===== config.mk =====
export PLATFORM = sky130hd
export DESIGN_NAME = pid_controller_step
export DESIGN_NICKNAME = d
export VERILOG_FILES = /design/src/rtl/pid_pkg.sv /design/src/rtl/pid_regs.sv /design/src/rtl/pid_mul.sv /design/src/rtl/pid_ctrl.sv /design/src/rtl/pid_controller_step.sv
export SDC_FILE = /design/constraint.sdc
export NUM_CORES = 2
export LEC_CHECK = 0
export ABC_AREA = 1
export BUFFER_PORTS_ARGS = -buffer_cell sky130_fd_sc_hd__buf_2
export CORE_MARGIN = 2
export CORE_UTILIZATION = 25
export DETAILED_ROUTE_END_ITERATION = 16
export HOLD_SLACK_MARGIN = 0.12
export SYNTH_ARGS = -nofsm -noshare
export SYNTH_HDL_FRONTEND = slang
export SYNTH_SLANG_ARGS = --single-unit

===== constraint.sdc =====
create_clock -name clk_i -period 8.25 [get_ports clk_i]
set_input_delay 0.825 -clock clk_i [delete_from_list [all_inputs] [get_ports clk_i]]
set_output_delay 0.825 -clock clk_i [all_outputs]
set_load 0.01 [all_outputs]

===== src/rtl/pid_pkg.sv =====
// Package with the types, constants and codes of the PID controller.
package pid_pkg;

  localparam int ErrW   = 24;
  localparam int GainW  = 32;
  localparam int DtW    = 16;
  localparam int IntegW = 48;
  localparam int CorrW  = 32;
  localparam int MulW   = 33;
  localparam int ProdW  = 2 * MulW;
  localparam int DiffW  = ErrW + 1;
  localparam int XW     = DiffW + DtW + 1;
  localparam int TermW  = 76;
  localparam int AccW   = 66;
  localparam int FracW  = 16;
  localparam int AddrW  = 5;
  localparam int DataW  = 32;

  localparam logic [GainW-1:0] KpReset  = 32'd32768;
  localparam logic [GainW-1:0] KiReset  = 32'd655;
  localparam logic [GainW-1:0] KdReset  = 32'd6554;
  localparam logic [DtW-1:0]   DtReset  = 16'd655;
  localparam logic [DtW-1:0]   InvReset = 16'd100;

  // Limits of the I and D terms, +-2^61 in Q16.16.
  localparam logic signed [TermW-1:0] TermMax = 76'sh000_2000_0000_0000_0000;
  localparam logic signed [TermW-1:0] TermMin = -TermMax;

  typedef enum logic [2:0] {
    REG_KP  = 3'd0,
    REG_KI  = 3'd1,
    REG_KD  = 3'd2,
    REG_DT  = 3'd3,
    REG_INV = 3'd4
  } reg_idx_e;

  typedef enum logic [3:0] {
    ST_IDLE,
    ST_EDT,
    ST_KPE,
    ST_DIFF,
    ST_IH,
    ST_IL,
    ST_DH,
    ST_DL,
    ST_DADD,
    ST_SUM,
    ST_DONE
  } state_e;

  typedef enum logic [2:0] {
    OP_NONE,
    OP_EDT,
    OP_KPE,
    OP_DIFF,
    OP_IH,
    OP_IL,
    OP_DH,
    OP_DL
  } mul_op_e;

  typedef struct packed {
    mul_op_e op;
    logic    accept;
    logic    upd_integ;
    logic    ld_p;
    logic    ld_x;
    logic    ld_ih;
    logic    add_il;
    logic    add_i;
    logic    add_dl;
    logic    add_d;
    logic    finish;
  } ctrl_t;

  typedef struct packed {
    logic signed [GainW-1:0] kp;
    logic signed [GainW-1:0] ki;
    logic signed [GainW-1:0] kd;
    logic [DtW-1:0]          dt;
    logic [DtW-1:0]          inv;
  } cfg_t;

  typedef struct packed {
    logic signed [ErrW-1:0] error_sample;
    logic                   restart;
  } in_req_t;

  typedef struct packed {
    logic signed [CorrW-1:0] correction;
    logic                    saturated;
  } out_rsp_t;

endpackage


===== src/rtl/pid_regs.sv =====
// APB register file holding the gains and the time step pair.
module pid_regs (
  input  logic                       clk_i,
  input  logic                       rst_ni,
  input  logic                       psel,
  input  logic                       penable,
  input  logic                       pwrite,
  input  logic [pid_pkg::AddrW-1:0]  paddr,
  input  logic [pid_pkg::DataW-1:0]  pwdata,
  output logic [pid_pkg::DataW-1:0]  prdata,
  output logic                       pready,
  output pid_pkg::cfg_t              cfg_o
);

  pid_pkg::cfg_t cfg_q;
  logic [2:0]    idx;
  logic          wr_en;

  assign idx    = paddr[4:2];
  assign wr_en  = psel & penable & pwrite;
  assign pready = 1'b1;
  assign cfg_o  = cfg_q;

  always_ff @(posedge clk_i or negedge rst_ni) begin
    if (!rst_ni) begin
      cfg_q.kp  <= pid_pkg::KpReset;
      cfg_q.ki  <= pid_pkg::KiReset;
      cfg_q.kd  <= pid_pkg::KdReset;
      cfg_q.dt  <= pid_pkg::DtReset;
      cfg_q.inv <= pid_pkg::InvReset;
    end else if (wr_en) begin
      case (idx)
        pid_pkg::REG_KP:  cfg_q.kp  <= pwdata;
        pid_pkg::REG_KI:  cfg_q.ki  <= pwdata;
        pid_pkg::REG_KD:  cfg_q.kd  <= pwdata;
        pid_pkg::REG_DT:  cfg_q.dt  <= pwdata[pid_pkg::DtW-1:0];
        pid_pkg::REG_INV: cfg_q.inv <= pwdata[pid_pkg::DtW-1:0];
        default: ;
      endcase
    end
  end

  always_comb begin
    case (idx)
      pid_pkg::REG_KP:  prdata = cfg_q.kp;
      pid_pkg::REG_KI:  prdata = cfg_q.ki;
      pid_pkg::REG_KD:  prdata = cfg_q.kd;
      pid_pkg::REG_DT:  prdata = pid_pkg::DataW'(cfg_q.dt);
      pid_pkg::REG_INV: prdata = pid_pkg::DataW'(cfg_q.inv);
      default:          prdata = '0;
    endcase
  end

endmodule


===== src/rtl/pid_mul.sv =====
// Shared signed multiplier with a registered product.
module pid_mul (
  input  logic                              clk_i,
  input  logic signed [pid_pkg::MulW-1:0]   a_i,
  input  logic signed [pid_pkg::MulW-1:0]   b_i,
  output logic signed [pid_pkg::ProdW-1:0]  prod_o
);

  logic signed [pid_pkg::ProdW-1:0] prod_q;

  always_ff @(posedge clk_i) begin
    prod_q <= a_i * b_i;
  end

  assign prod_o = prod_q;

endmodule


===== src/rtl/pid_ctrl.sv =====
// Sequencer that steps one sample through the shared multiplier.
module pid_ctrl (
  input  logic           clk_i,
  input  logic           rst_ni,
  input  logic           in_valid_i,
  input  logic           out_busy_i,
  output logic           in_ready_o,
  output pid_pkg::ctrl_t ctrl_o
);

  pid_pkg::state_e state_q, state_d;

  always_ff @(posedge clk_i or negedge rst_ni) begin
    if (!rst_ni) begin
      state_q <= pid_pkg::ST_IDLE;
    end else begin
      state_q <= state_d;
    end
  end

  always_comb begin
    state_d    = state_q;
    ctrl_o     = '0;
    ctrl_o.op  = pid_pkg::OP_NONE;
    in_ready_o = 1'b0;
    case (state_q)
      pid_pkg::ST_IDLE: begin
        in_ready_o = 1'b1;
        if (in_valid_i) begin
          ctrl_o.accept = 1'b1;
          state_d       = pid_pkg::ST_EDT;
        end
      end
      pid_pkg::ST_EDT: begin
        ctrl_o.op = pid_pkg::OP_EDT;
        state_d   = pid_pkg::ST_KPE;
      end
      pid_pkg::ST_KPE: begin
        ctrl_o.op        = pid_pkg::OP_KPE;
        ctrl_o.upd_integ = 1'b1;
        state_d          = pid_pkg::ST_DIFF;
      end
      pid_pkg::ST_DIFF: begin
        ctrl_o.op   = pid_pkg::OP_DIFF;
        ctrl_o.ld_p = 1'b1;
        state_d     = pid_pkg::ST_IH;
      end
      pid_pkg::ST_IH: begin
        ctrl_o.op   = pid_pkg::OP_IH;
        ctrl_o.ld_x = 1'b1;
        state_d     = pid_pkg::ST_IL;
      end
      pid_pkg::ST_IL: begin
        ctrl_o.op    = pid_pkg::OP_IL;
        ctrl_o.ld_ih = 1'b1;
        state_d      = pid_pkg::ST_DH;
      end
      pid_pkg::ST_DH: begin
        ctrl_o.op     = pid_pkg::OP_DH;
        ctrl_o.add_il = 1'b1;
        state_d       = pid_pkg::ST_DL;
      end
      pid_pkg::ST_DL: begin
        ctrl_o.op    = pid_pkg::OP_DL;
        ctrl_o.add_i = 1'b1;
        state_d      = pid_pkg::ST_DADD;
      end
      pid_pkg::ST_DADD: begin
        ctrl_o.add_dl = 1'b1;
        state_d       = pid_pkg::ST_SUM;
      end
      pid_pkg::ST_SUM: begin
        ctrl_o.add_d = 1'b1;
        state_d      = pid_pkg::ST_DONE;
      end
      pid_pkg::ST_DONE: begin
        // Wait here until the output register can take the result.
        if (!out_busy_i) begin
          ctrl_o.finish = 1'b1;
          state_d       = pid_pkg::ST_IDLE;
        end
      end
      default: begin
        state_d = pid_pkg::ST_IDLE;
      end
    endcase
  end

endmodule


===== src/rtl/pid_controller_step.sv =====
// Top level of the PID controller: registers, sequencer, shared multiplier and datapath.
//
//   channel   direction  handshake                 payload
//   in        request    in_valid_i / in_ready_o   in_data_i  (error_sample, restart)
//   out       result     out_valid_o / out_ready_i out_data_o (correction, saturated)
//   config    APB        psel, penable, pready     paddr, pwdata, prdata
//
// Each accepted sample runs through the sequencer steps: seven products go through the
// single 33x33 multiplier one per cycle, then the final sums are formed; in_ready_o is
// high only in the idle state. A result that is not taken holds the sequencer in its
// last step; the output register lets the next sample start while the previous result
// still waits to be handed over.
// Reset clears the integral, the last error, the sequencer and the output valid.
module pid_controller_step (
  input  logic                       clk_i,
  input  logic                       rst_ni,
  input  logic                       in_valid_i,
  output logic                       in_ready_o,
  input  pid_pkg::in_req_t           in_data_i,
  output logic                       out_valid_o,
  input  logic                       out_ready_i,
  output pid_pkg::out_rsp_t          out_data_o,
  input  logic                       psel,
  input  logic                       penable,
  input  logic                       pwrite,
  input  logic [pid_pkg::AddrW-1:0]  paddr,
  input  logic [pid_pkg::DataW-1:0]  pwdata,
  output logic [pid_pkg::DataW-1:0]  prdata,
  output logic                       pready
);

  localparam int IntegSumW = pid_pkg::IntegW + 1;
  localparam int ShiftW    = pid_pkg::AccW - pid_pkg::FracW;

  pid_pkg::cfg_t    cfg;
  pid_pkg::ctrl_t   ctrl;

  logic signed [pid_pkg::MulW-1:0]   mul_a, mul_b;
  logic signed [pid_pkg::ProdW-1:0]  prod;

  logic signed [pid_pkg::ErrW-1:0]   err_q;
  logic signed [pid_pkg::ErrW-1:0]   last_q;
  logic signed [pid_pkg::IntegW-1:0] integ_q;
  logic signed [pid_pkg::XW-1:0]     x_q;
  logic signed [pid_pkg::TermW-1:0]  term_q;
  logic signed [pid_pkg::AccW-1:0]   acc_q;
  logic                              sat_q;
  logic                              out_valid_q;
  pid_pkg::out_rsp_t                 out_q;

  logic signed [pid_pkg::DiffW-1:0]  diff;
  logic signed [IntegSumW-1:0]       integ_sum;
  logic                              integ_ovf;
  logic signed [pid_pkg::TermW-1:0]  term_clamp;
  logic                              term_ovf;
  logic signed [ShiftW-1:0]          corr_full;
  logic                              corr_ovf;
  logic signed [pid_pkg::CorrW-1:0]  corr_clamp;

  pid_regs u_regs (
    .clk_i   (clk_i),
    .rst_ni  (rst_ni),
    .psel    (psel),
    .penable (penable),
    .pwrite  (pwrite),
    .paddr   (paddr),
    .pwdata  (pwdata),
    .prdata  (prdata),
    .pready  (pready),
    .cfg_o   (cfg)
  );

  pid_ctrl u_ctrl (
    .clk_i      (clk_i),
    .rst_ni     (rst_ni),
    .in_valid_i (in_valid_i),
    .out_busy_i (out_valid_q & ~out_ready_i),
    .in_ready_o (in_ready_o),
    .ctrl_o     (ctrl)
  );

  pid_mul u_mul (
    .clk_i  (clk_i),
    .a_i    (mul_a),
    .b_i    (mul_b),
    .prod_o (prod)
  );

  assign diff = pid_pkg::DiffW'(err_q) - pid_pkg::DiffW'(last_q);

  // Operand selection for the shared multiplier; unsigned operands are zero-extended.
  always_comb begin
    case (ctrl.op)
      pid_pkg::OP_EDT: begin
        mul_a = pid_pkg::MulW'(err_q);
        mul_b = signed'({17'b0, cfg.dt});
      end
      pid_pkg::OP_KPE: begin
        mul_a = pid_pkg::MulW'(cfg.kp);
        mul_b = pid_pkg::MulW'(err_q);
      end
      pid_pkg::OP_DIFF: begin
        mul_a = pid_pkg::MulW'(diff);
        mul_b = signed'({17'b0, cfg.inv});
      end
      pid_pkg::OP_IH: begin
        mul_a = pid_pkg::MulW'(cfg.ki);
        mul_b = pid_pkg::MulW'(signed'(integ_q[pid_pkg::IntegW-1:pid_pkg::FracW]));
      end
      pid_pkg::OP_IL: begin
        mul_a = pid_pkg::MulW'(cfg.ki);
        mul_b = signed'({17'b0, integ_q[pid_pkg::FracW-1:0]});
      end
      pid_pkg::OP_DH: begin
        mul_a = pid_pkg::MulW'(cfg.kd);
        mul_b = pid_pkg::MulW'(signed'(x_q[pid_pkg::XW-1:pid_pkg::FracW]));
      end
      pid_pkg::OP_DL: begin
        mul_a = pid_pkg::MulW'(cfg.kd);
        mul_b = signed'({17'b0, x_q[pid_pkg::FracW-1:0]});
      end
      default: begin
        mul_a = '0;
        mul_b = '0;
      end
    endcase
  end

  // The integral grows by error times dt and is held to 48 bits.
  assign integ_sum = IntegSumW'(integ_q) + IntegSumW'(signed'(prod[40:0]));
  assign integ_ovf = integ_sum[IntegSumW-1] != integ_sum[IntegSumW-2];

  always_comb begin
    term_ovf = 1'b1;
    if (term_q > pid_pkg::TermMax) begin
      term_clamp = pid_pkg::TermMax;
    end else if (term_q < pid_pkg::TermMin) begin
      term_clamp = pid_pkg::TermMin;
    end else begin
      term_clamp = term_q;
      term_ovf   = 1'b0;
    end
  end

  // The correction is the accumulated Q16.16 sum floored to an integer.
  assign corr_full = ShiftW'(acc_q >>> pid_pkg::FracW);
  assign corr_ovf  = (corr_full[ShiftW-1:pid_pkg::CorrW-1] != '0) &&
                     (corr_full[ShiftW-1:pid_pkg::CorrW-1] != '1);

  always_comb begin
    if (!corr_ovf) begin
      corr_clamp = corr_full[pid_pkg::CorrW-1:0];
    end else if (corr_full[ShiftW-1]) begin
      corr_clamp = {1'b1, {(pid_pkg::CorrW-1){1'b0}}};
    end else begin
      corr_clamp = {1'b0, {(pid_pkg::CorrW-1){1'b1}}};
    end
  end

  always_ff @(posedge clk_i or negedge rst_ni) begin
    if (!rst_ni) begin
      integ_q <= '0;
      last_q  <= '0;
    end else begin
      if (ctrl.accept && in_data_i.restart) begin
        integ_q <= '0;
        last_q  <= '0;
      end
      if (ctrl.upd_integ) begin
        if (!integ_ovf) begin
          integ_q <= integ_sum[pid_pkg::IntegW-1:0];
        end else begin
          integ_q <= {integ_sum[IntegSumW-1], {(pid_pkg::IntegW-1){~integ_sum[IntegSumW-1]}}};
        end
      end
      if (ctrl.ld_x) begin
        last_q <= err_q;
      end
    end
  end

  always_ff @(posedge clk_i) begin
    if (ctrl.accept) begin
      err_q <= in_data_i.error_sample;
      sat_q <= 1'b0;
    end
    if (ctrl.upd_integ && integ_ovf) begin
      sat_q <= 1'b1;
    end
    if (ctrl.ld_p) begin
      acc_q <= pid_pkg::AccW'(prod);
    end
    if (ctrl.ld_x) begin
      x_q <= prod[pid_pkg::XW-1:0];
    end
    if (ctrl.ld_ih) begin
      term_q <= pid_pkg::TermW'(prod);
    end
    if (ctrl.add_il) begin
      term_q <= term_q + pid_pkg::TermW'(prod >>> pid_pkg::FracW);
    end
    if (ctrl.add_i) begin
      acc_q  <= acc_q + pid_pkg::AccW'(term_clamp);
      term_q <= pid_pkg::TermW'(prod) <<< pid_pkg::FracW;
      if (term_ovf) begin
        sat_q <= 1'b1;
      end
    end
    if (ctrl.add_dl) begin
      term_q <= term_q + pid_pkg::TermW'(prod);
    end
    if (ctrl.add_d) begin
      acc_q <= acc_q + pid_pkg::AccW'(term_clamp);
      if (term_ovf) begin
        sat_q <= 1'b1;
      end
    end
    if (ctrl.finish) begin
      out_q.correction <= corr_clamp;
      out_q.saturated  <= sat_q | corr_ovf;
    end
  end

  always_ff @(posedge clk_i or negedge rst_ni) begin
    if (!rst_ni) begin
      out_valid_q <= 1'b0;
    end else if (ctrl.finish) begin
      out_valid_q <= 1'b1;
    end else if (out_ready_i) begin
      out_valid_q <= 1'b0;
    end
  end

  assign out_valid_o = out_valid_q;
  assign out_data_o  = out_q;

endmodule


# Yosys cells after proc, flatten, opt, wreduce, memory -nomap -nowiden
# Cells that the tools add are included.
[totals] register_bits=513 in_bits=69 out_inout_bits=68 word_cells=121
[op_classes] n_addsub=5 multipliers=1 n_lt_le_gt_ge=2 n_eq_ne=25 mux=46 n_bitwise=6 reduce_logical=19
[ops] operator="66-bit two-way mux" count=5
[ops] operator="76-bit two-way mux" count=4
[ops] operator="33-bit one-hot mux with 7 select lines" count=1
[ops] operator="33-bit one-hot mux with 5 select lines" count=1
[ops] operator="32-bit one-hot mux with 5 select lines" count=1
[ops] operator="48-bit two-way mux" count=3
[ops] operator="76-bit by 50-bit adder with 76-bit output" count=1
[ops] operator="76-bit by 66-bit adder with 76-bit output" count=1
[ops] operator="76-bit by 63-bit > comparator with 1-bit output, second input constant" count=1
[ops] operator="76-bit by 62-bit < comparator with 1-bit output, second input constant" count=1
[ops] operator="66-bit adder" count=1
[ops] operator="33-bit by 33-bit multiplier with 66-bit output" count=1
[ops] operator="32-bit two-way mux" count=2
[ops] operator="48-bit by 41-bit adder with 49-bit output" count=1
[ops] operator="24-bit two-way mux" count=2
[ops] operator="4-bit one-hot mux with 11 select lines" count=1
[ops] operator="24-bit by 24-bit subtractor with 25-bit output" count=1
[ops] operator="1-bit two-way mux" count=23
[ops] operator="3-bit one-hot mux with 7 select lines" count=1
[ops] operator="19-bit inequality test, second input constant" count=1
[ops] operator="19-bit nonzero test" count=1
[ops] operator="4-bit by 3-bit equality test with 1-bit output, second input constant" count=4
[ops] operator="3-bit equality test, second input constant" count=5
[ops] operator="3-bit by 2-bit equality test with 1-bit output, second input constant" count=4
[ops] operator="18 further kinds" count=37

# Depth between registers and ports, before layout
[logic_depth] depth_word=8 depth_mapped=46 mapped_depth_nobuf=45

# Hierarchy
# A second synthesis with hierarchy kept.
[hier_totals] cells_unflattened=12737 area_unflattened_um2=87606.5
[modules_own_cells] module="pid_mul" n_inst=1 cells_each=5466 area_per_inst_um2=42898.6 seq_area_each_um2=1321.3
[modules_own_cells] module="pid_controller_step" n_inst=1 cells_each=6515 area_per_inst_um2=38545.7 seq_area_each_um2=9083.7
[modules_own_cells] module="pid_regs" n_inst=1 cells_each=711 area_per_inst_um2=5868.1 seq_area_each_um2=3231.8
[modules_own_cells] module="pid_ctrl" n_inst=1 cells_each=45 area_per_inst_um2=294.0 seq_area_each_um2=100.1

# Worst setup path before layout
# Ideal clock, no wire load.
[synth_timing] path_type="reg-to-reg" startpoint="reg err_q[0] (netlist name)" endpoint="reg u_mul.prod_q, in the netlist u_mul.prod_o[58]" setup_time_ns=0.113 arrival_time_ns=8.626 t_required_ns=8.137 setup_slack_ns=-0.489 stages_incl_launch_ff=36 path_buffers=1 synth_period_minus_slack_ns=8.739 cell_sequence="edfxtp_1 -> inv_1 -> ha_1 -> inv_1 -> fa_1 -> nand3_1 -> nand2_1 -> nand2_1 -> nand2_1 -> nand3_1 -> o211ai_2 -> a21oi_2 -> o21ai_4 -> nand2_1 -> buf_2 -> nand2_1 -> fa_1 -> fa_1 -> fa_1 -> inv_1 -> fa_1 -> fa_1 -> fa_1 -> fa_1 -> inv_1 -> fa_1 -> inv_1 -> ha_1 -> nand2_1 -> nor2_1 -> inv_1 -> nor3_1 -> nand2_1 -> or2_2 -> nand4_1 -> nand2_1"
[synth_between] elab_chain_len=3 elab_cells_between_ends=4 classes_between="add/sub: 1; mul: 1; mux: 2"
[synth_rtl] item="start: declaration" line_no="pid_controller_step.sv:41" text="logic signed [pid_pkg::ErrW-1:0] err_q;"
[synth_rtl] item="start signal: assignment" line_no="pid_controller_step.sv:184" text="err_q <= in_data_i.error_sample;"
[synth_rtl] item="24-bit by 24-bit subtractor with 25-bit output" line_no="pid_controller_step.sv:89" text="assign diff = pid_pkg::DiffW'(err_q) - pid_pkg::DiffW'(last_q);"
[synth_rtl] item="33-bit one-hot mux with 5 select lines" line_no="pid_controller_step.sv:93" text="case (ctrl.op)"
[synth_rtl] item="33-bit by 33-bit multiplier with 66-bit output (*)" line_no="pid_mul.sv:12" text="prod_q <= a_i * b_i;"
[synth_rtl] item="end signal: assignment" line_no="pid_mul.sv:12"
[synth_rtl] item="end: declaration" line_no="pid_mul.sv:9" text="logic signed [pid_pkg::ProdW-1:0] prod_q;"
# Every way passes the cells marked *; elsewhere a longest branch is shown, timed or not.
# A chain may end at the register's enable or synchronous reset.

# Final worst setup path
[layout_timing] startpoint="reg err_q[4] (netlist name)" endpoint="reg u_mul.prod_q, in the netlist u_mul.prod_o[52]"
# Same word-level chain as after synthesis.

==> flow_summary.ini <==
[timing]
finalHoldViolCount = 0
worstMarginPinSlew_ns = 1.15
drv_slew = 0
worst_slew_margin_rel_pct = 23.4
fin_ws_ns = -0.421
grt_setup_unrepaired = yes
setup_viol = 37
fin_skew_ns = 0.0705
fin_crit_sh_pct = 105
min_period_ns = 8.67
fmax_mhz = 115

[logic_synthesis]
avgSynthCellArea_um2 = 7.11
synth_cell_types = 71
synth_area_um2 = 84900
synth_nets = 13640
synth-async-reset-ratio_pct = 40.0
ys_ff_latch = 513
synth_edf_count = 241
syn-instance-count = 11950
yosysTopAreaCell = fa_1
ys_warn_count = 0
yosysTopAreaCellShare_pct = 26.6
yosysSeqAreaShare_pct = 16.2
synth_top_flop_cell = edfxtp_1
synth_area_leaders = fa_1, nand2_1, inv_1, edfxtp_1, ha_1

[placement]
dp_cells = 17241
place_congestion = 1.02
port_buffers = 133
hpwl_um = 329000

[die]
dieWidth_um = 587
start_util_pct = 25.1
core-area_um2 = 339000
dieHeight_um = 587
io_pins = 137
fp.dieArea_um2 = 344000
row_count = 214

[worst_setup_path]
critPathLaunch = err_q[4]
setup.worst_path.end_class = register
path_common_cell = fa_1
cp_max_fo = 7
required_ns = 8.90
max_stage_delay_ns = 0.60
worstPathArrival_ns = 9.32
ff2ff_path_depth = 37
slowest_stage = fa_1
r2r_end = u_mul.prod_o[52]
crit_end = u_mul.prod_o[52]
cp-start-kind = register
rr_startpoint = err_q[4]
critPathKind = reg2reg
rrSetupSlack_ns = -0.42

[final_layout]
final_cells = 17475
fillers = 36870
register_area_um2 = 13700
nNetsFinal = 14563
syn_to_final_growth_pct = 23.2
multiInputGateArea_um2 = 63100
drive_above_1_share_pct = 16.2

[route]
top_layer_used = met5
dr_wl_met2_um = 172000
drc = 0
wl_per_cell_um = 22.6
postRouteAntennaNets = 0
vias_per_cell = 4.83
drt_iter0_drc = 8979
met1_length_um = 166000
met3WireLength_um = 36500
routed_wl_um = 396000
drtPass1Iterations = 6
vias = 84411

[cts]
clk_pin_slew_worst_paths_ns = 0.09
h-tree-depth = 2
cts_sinks = 513
clkLatencyLatePin_ns = 0.78
cts_tree = yes
cts-root-buf = clkbuf_16
tritoncts.num_buffers = 61
clk_path_buf_depth = 3

[global_route]
antenna_found_initial = 21
grt_pass1_vias = 83037
grt_max_degree = 80
grt_pass1_wl_um = 569000
overflow = 0
track_usage_pct = 22.4

[hold_path]
hp-class = in2reg
hold_path_depth = 1

[outcome]
failed_checks = negative setup slack
status = complete, but fails checks

[flow_run]
drv_cap = 0
-- placed cells by master, fill, tap and decap left out, drive strengths merged, types with 37 or more instances in the layout --
cell    count
fa       1128
nand4     109
inv      2564
o21ai     588
clkbuf     82
nand3     455
o22ai      60
dfxtp      67
a21oi     601
ha        493
nand2    3209
dfrtp     182
edfxtp    241
xnor2      56
xor2      101
a221oi     47
nor4       37
nor3       94
nor2     1291
o21bai     57
buf      1174
-- sequential cells by signal (all words and copies together) (netlist names) --
| name | count |
|---|---|
| u_ctrl.state_q | 4 |
| out_data_o | 33 |
| acc_q | 66 |
| x_q | 42 |
| integ_q | 48 |
| err_q | 24 |
| last_q | 24 |
| u_regs.cfg_o | 128 |
| u_mul.prod_o | 66 |
| sat_q | 1 |
| out_valid_o | 1 |
| term_q | 76 |
-- synthesized netlist by cell type, types with 24 or more instances --
master / instances
nand2_1: 3178
inv_1: 2515
buf_4: 25
fa_1: 1128
nor3_1: 90
inv_2: 48
dfrtp_1: 182
nor2_1: 1282
nand3_1: 432
o22ai_1: 60
o211ai_1: 25
or2_2: 24
xnor2_1: 56
nand4_1: 109
a221oi_1: 38
nor4_1: 32
nand2_2: 31
buf_2: 161
a21oi_1: 589
xor2_1: 101
o21bai_1: 57
dfxtp_1: 67
ha_1: 493
a21o_1: 24
a31oi_1: 26
edfxtp_1: 241
o21ai_0: 572
clkbuf_1: 116
-- logic make-up after synthesis --
kind of cell	Yosys count	synth area share [%]
xor+xnor	157	1.62
buf+inv	2886	13.2
fa+ha+maj	1621	33.9
flops	513	16.2
compound gates	1504	10.0
simple gates	5268	25.1
other cells	1	0.00442
-- worst min path at each step --
stage                                  end  slack (ns)        startpoint
after global routing             err_q[17]        0.20     in_data_i[18]
after detailed placement  u_regs.cfg_o[85]        0.47  u_regs.cfg_o[85]
after global placement    u_regs.cfg_o[87]        0.47  u_regs.cfg_o[87]
final                            err_q[18]        0.22     in_data_i[19]
after CTS                        err_q[18]        0.17     in_data_i[19]
after floorplan            u_regs.cfg_o[0]        0.45   u_regs.cfg_o[0]
-- per-stage QoR --
step | setup TNS (ns) | utilization, % | area [um^2] | setup slack, ns | hold slack, ns
6_report | -8.72 | 30.9 | 105000 | -0.421 | 0.216
5_1_grt | -19.52 | 30.8 | 105000 | -0.647 | 0.205
4_1_cts | -5.71 | 30.3 | 103000 | -0.325 | 0.174
3_5_place_dp | -25.48 | 29.0 | 98200 | -0.863 | 0.473
3_3_place_gp | -24.69 | 29.0 | 98200 | -0.874 | 0.468
2_1_floorplan | -0.445 | - | 85200 | -0.0828 | 0.453
-- area by class of cell --
cell class	count	share of cell area [%]
inverter	2569	9.28
sequential	513	13.1
clock buffer	80	1.60
tap	4536	5.43
multi-input combinational	8551	60.3
clock inverter	36	0.447
timing repair buffer	1177	9.76
antenna	13	0.0311
-- critical path, delay by kind of cell, from the launching register on --
family / cells / cell delay, ns
AOI/OAI and AO/OA: 4 / 0.40
xor gates and xnor gates: 1 / 0.13
and+or+nand+nor: 12 / 1.44
adders and majority gates: 10 / 4.95
buffers and inverters: 10 / 1.07
DFF: 1 / 0.55
-- timing repair --
action,4_1_cts,5_1_grt
cloned,5,1
setup buffers,56,51
endpoints found under the setup margin,48,50
hold endpoints to repair,67,0
hold buffers,1,0
pin swaps,234,190
resized for setup,484,380
-- per-layer routing --
layer,track usage (%),vias up
met5,0,-
met4,9.83,8
met3,3.72,774
met2,34.9,3926
met1,30.3,41097
li1,-,38606
Power is left out: the tool's default activity adds up to more than one toggle a clock period on the data nets, which glitch-free logic cannot reach.
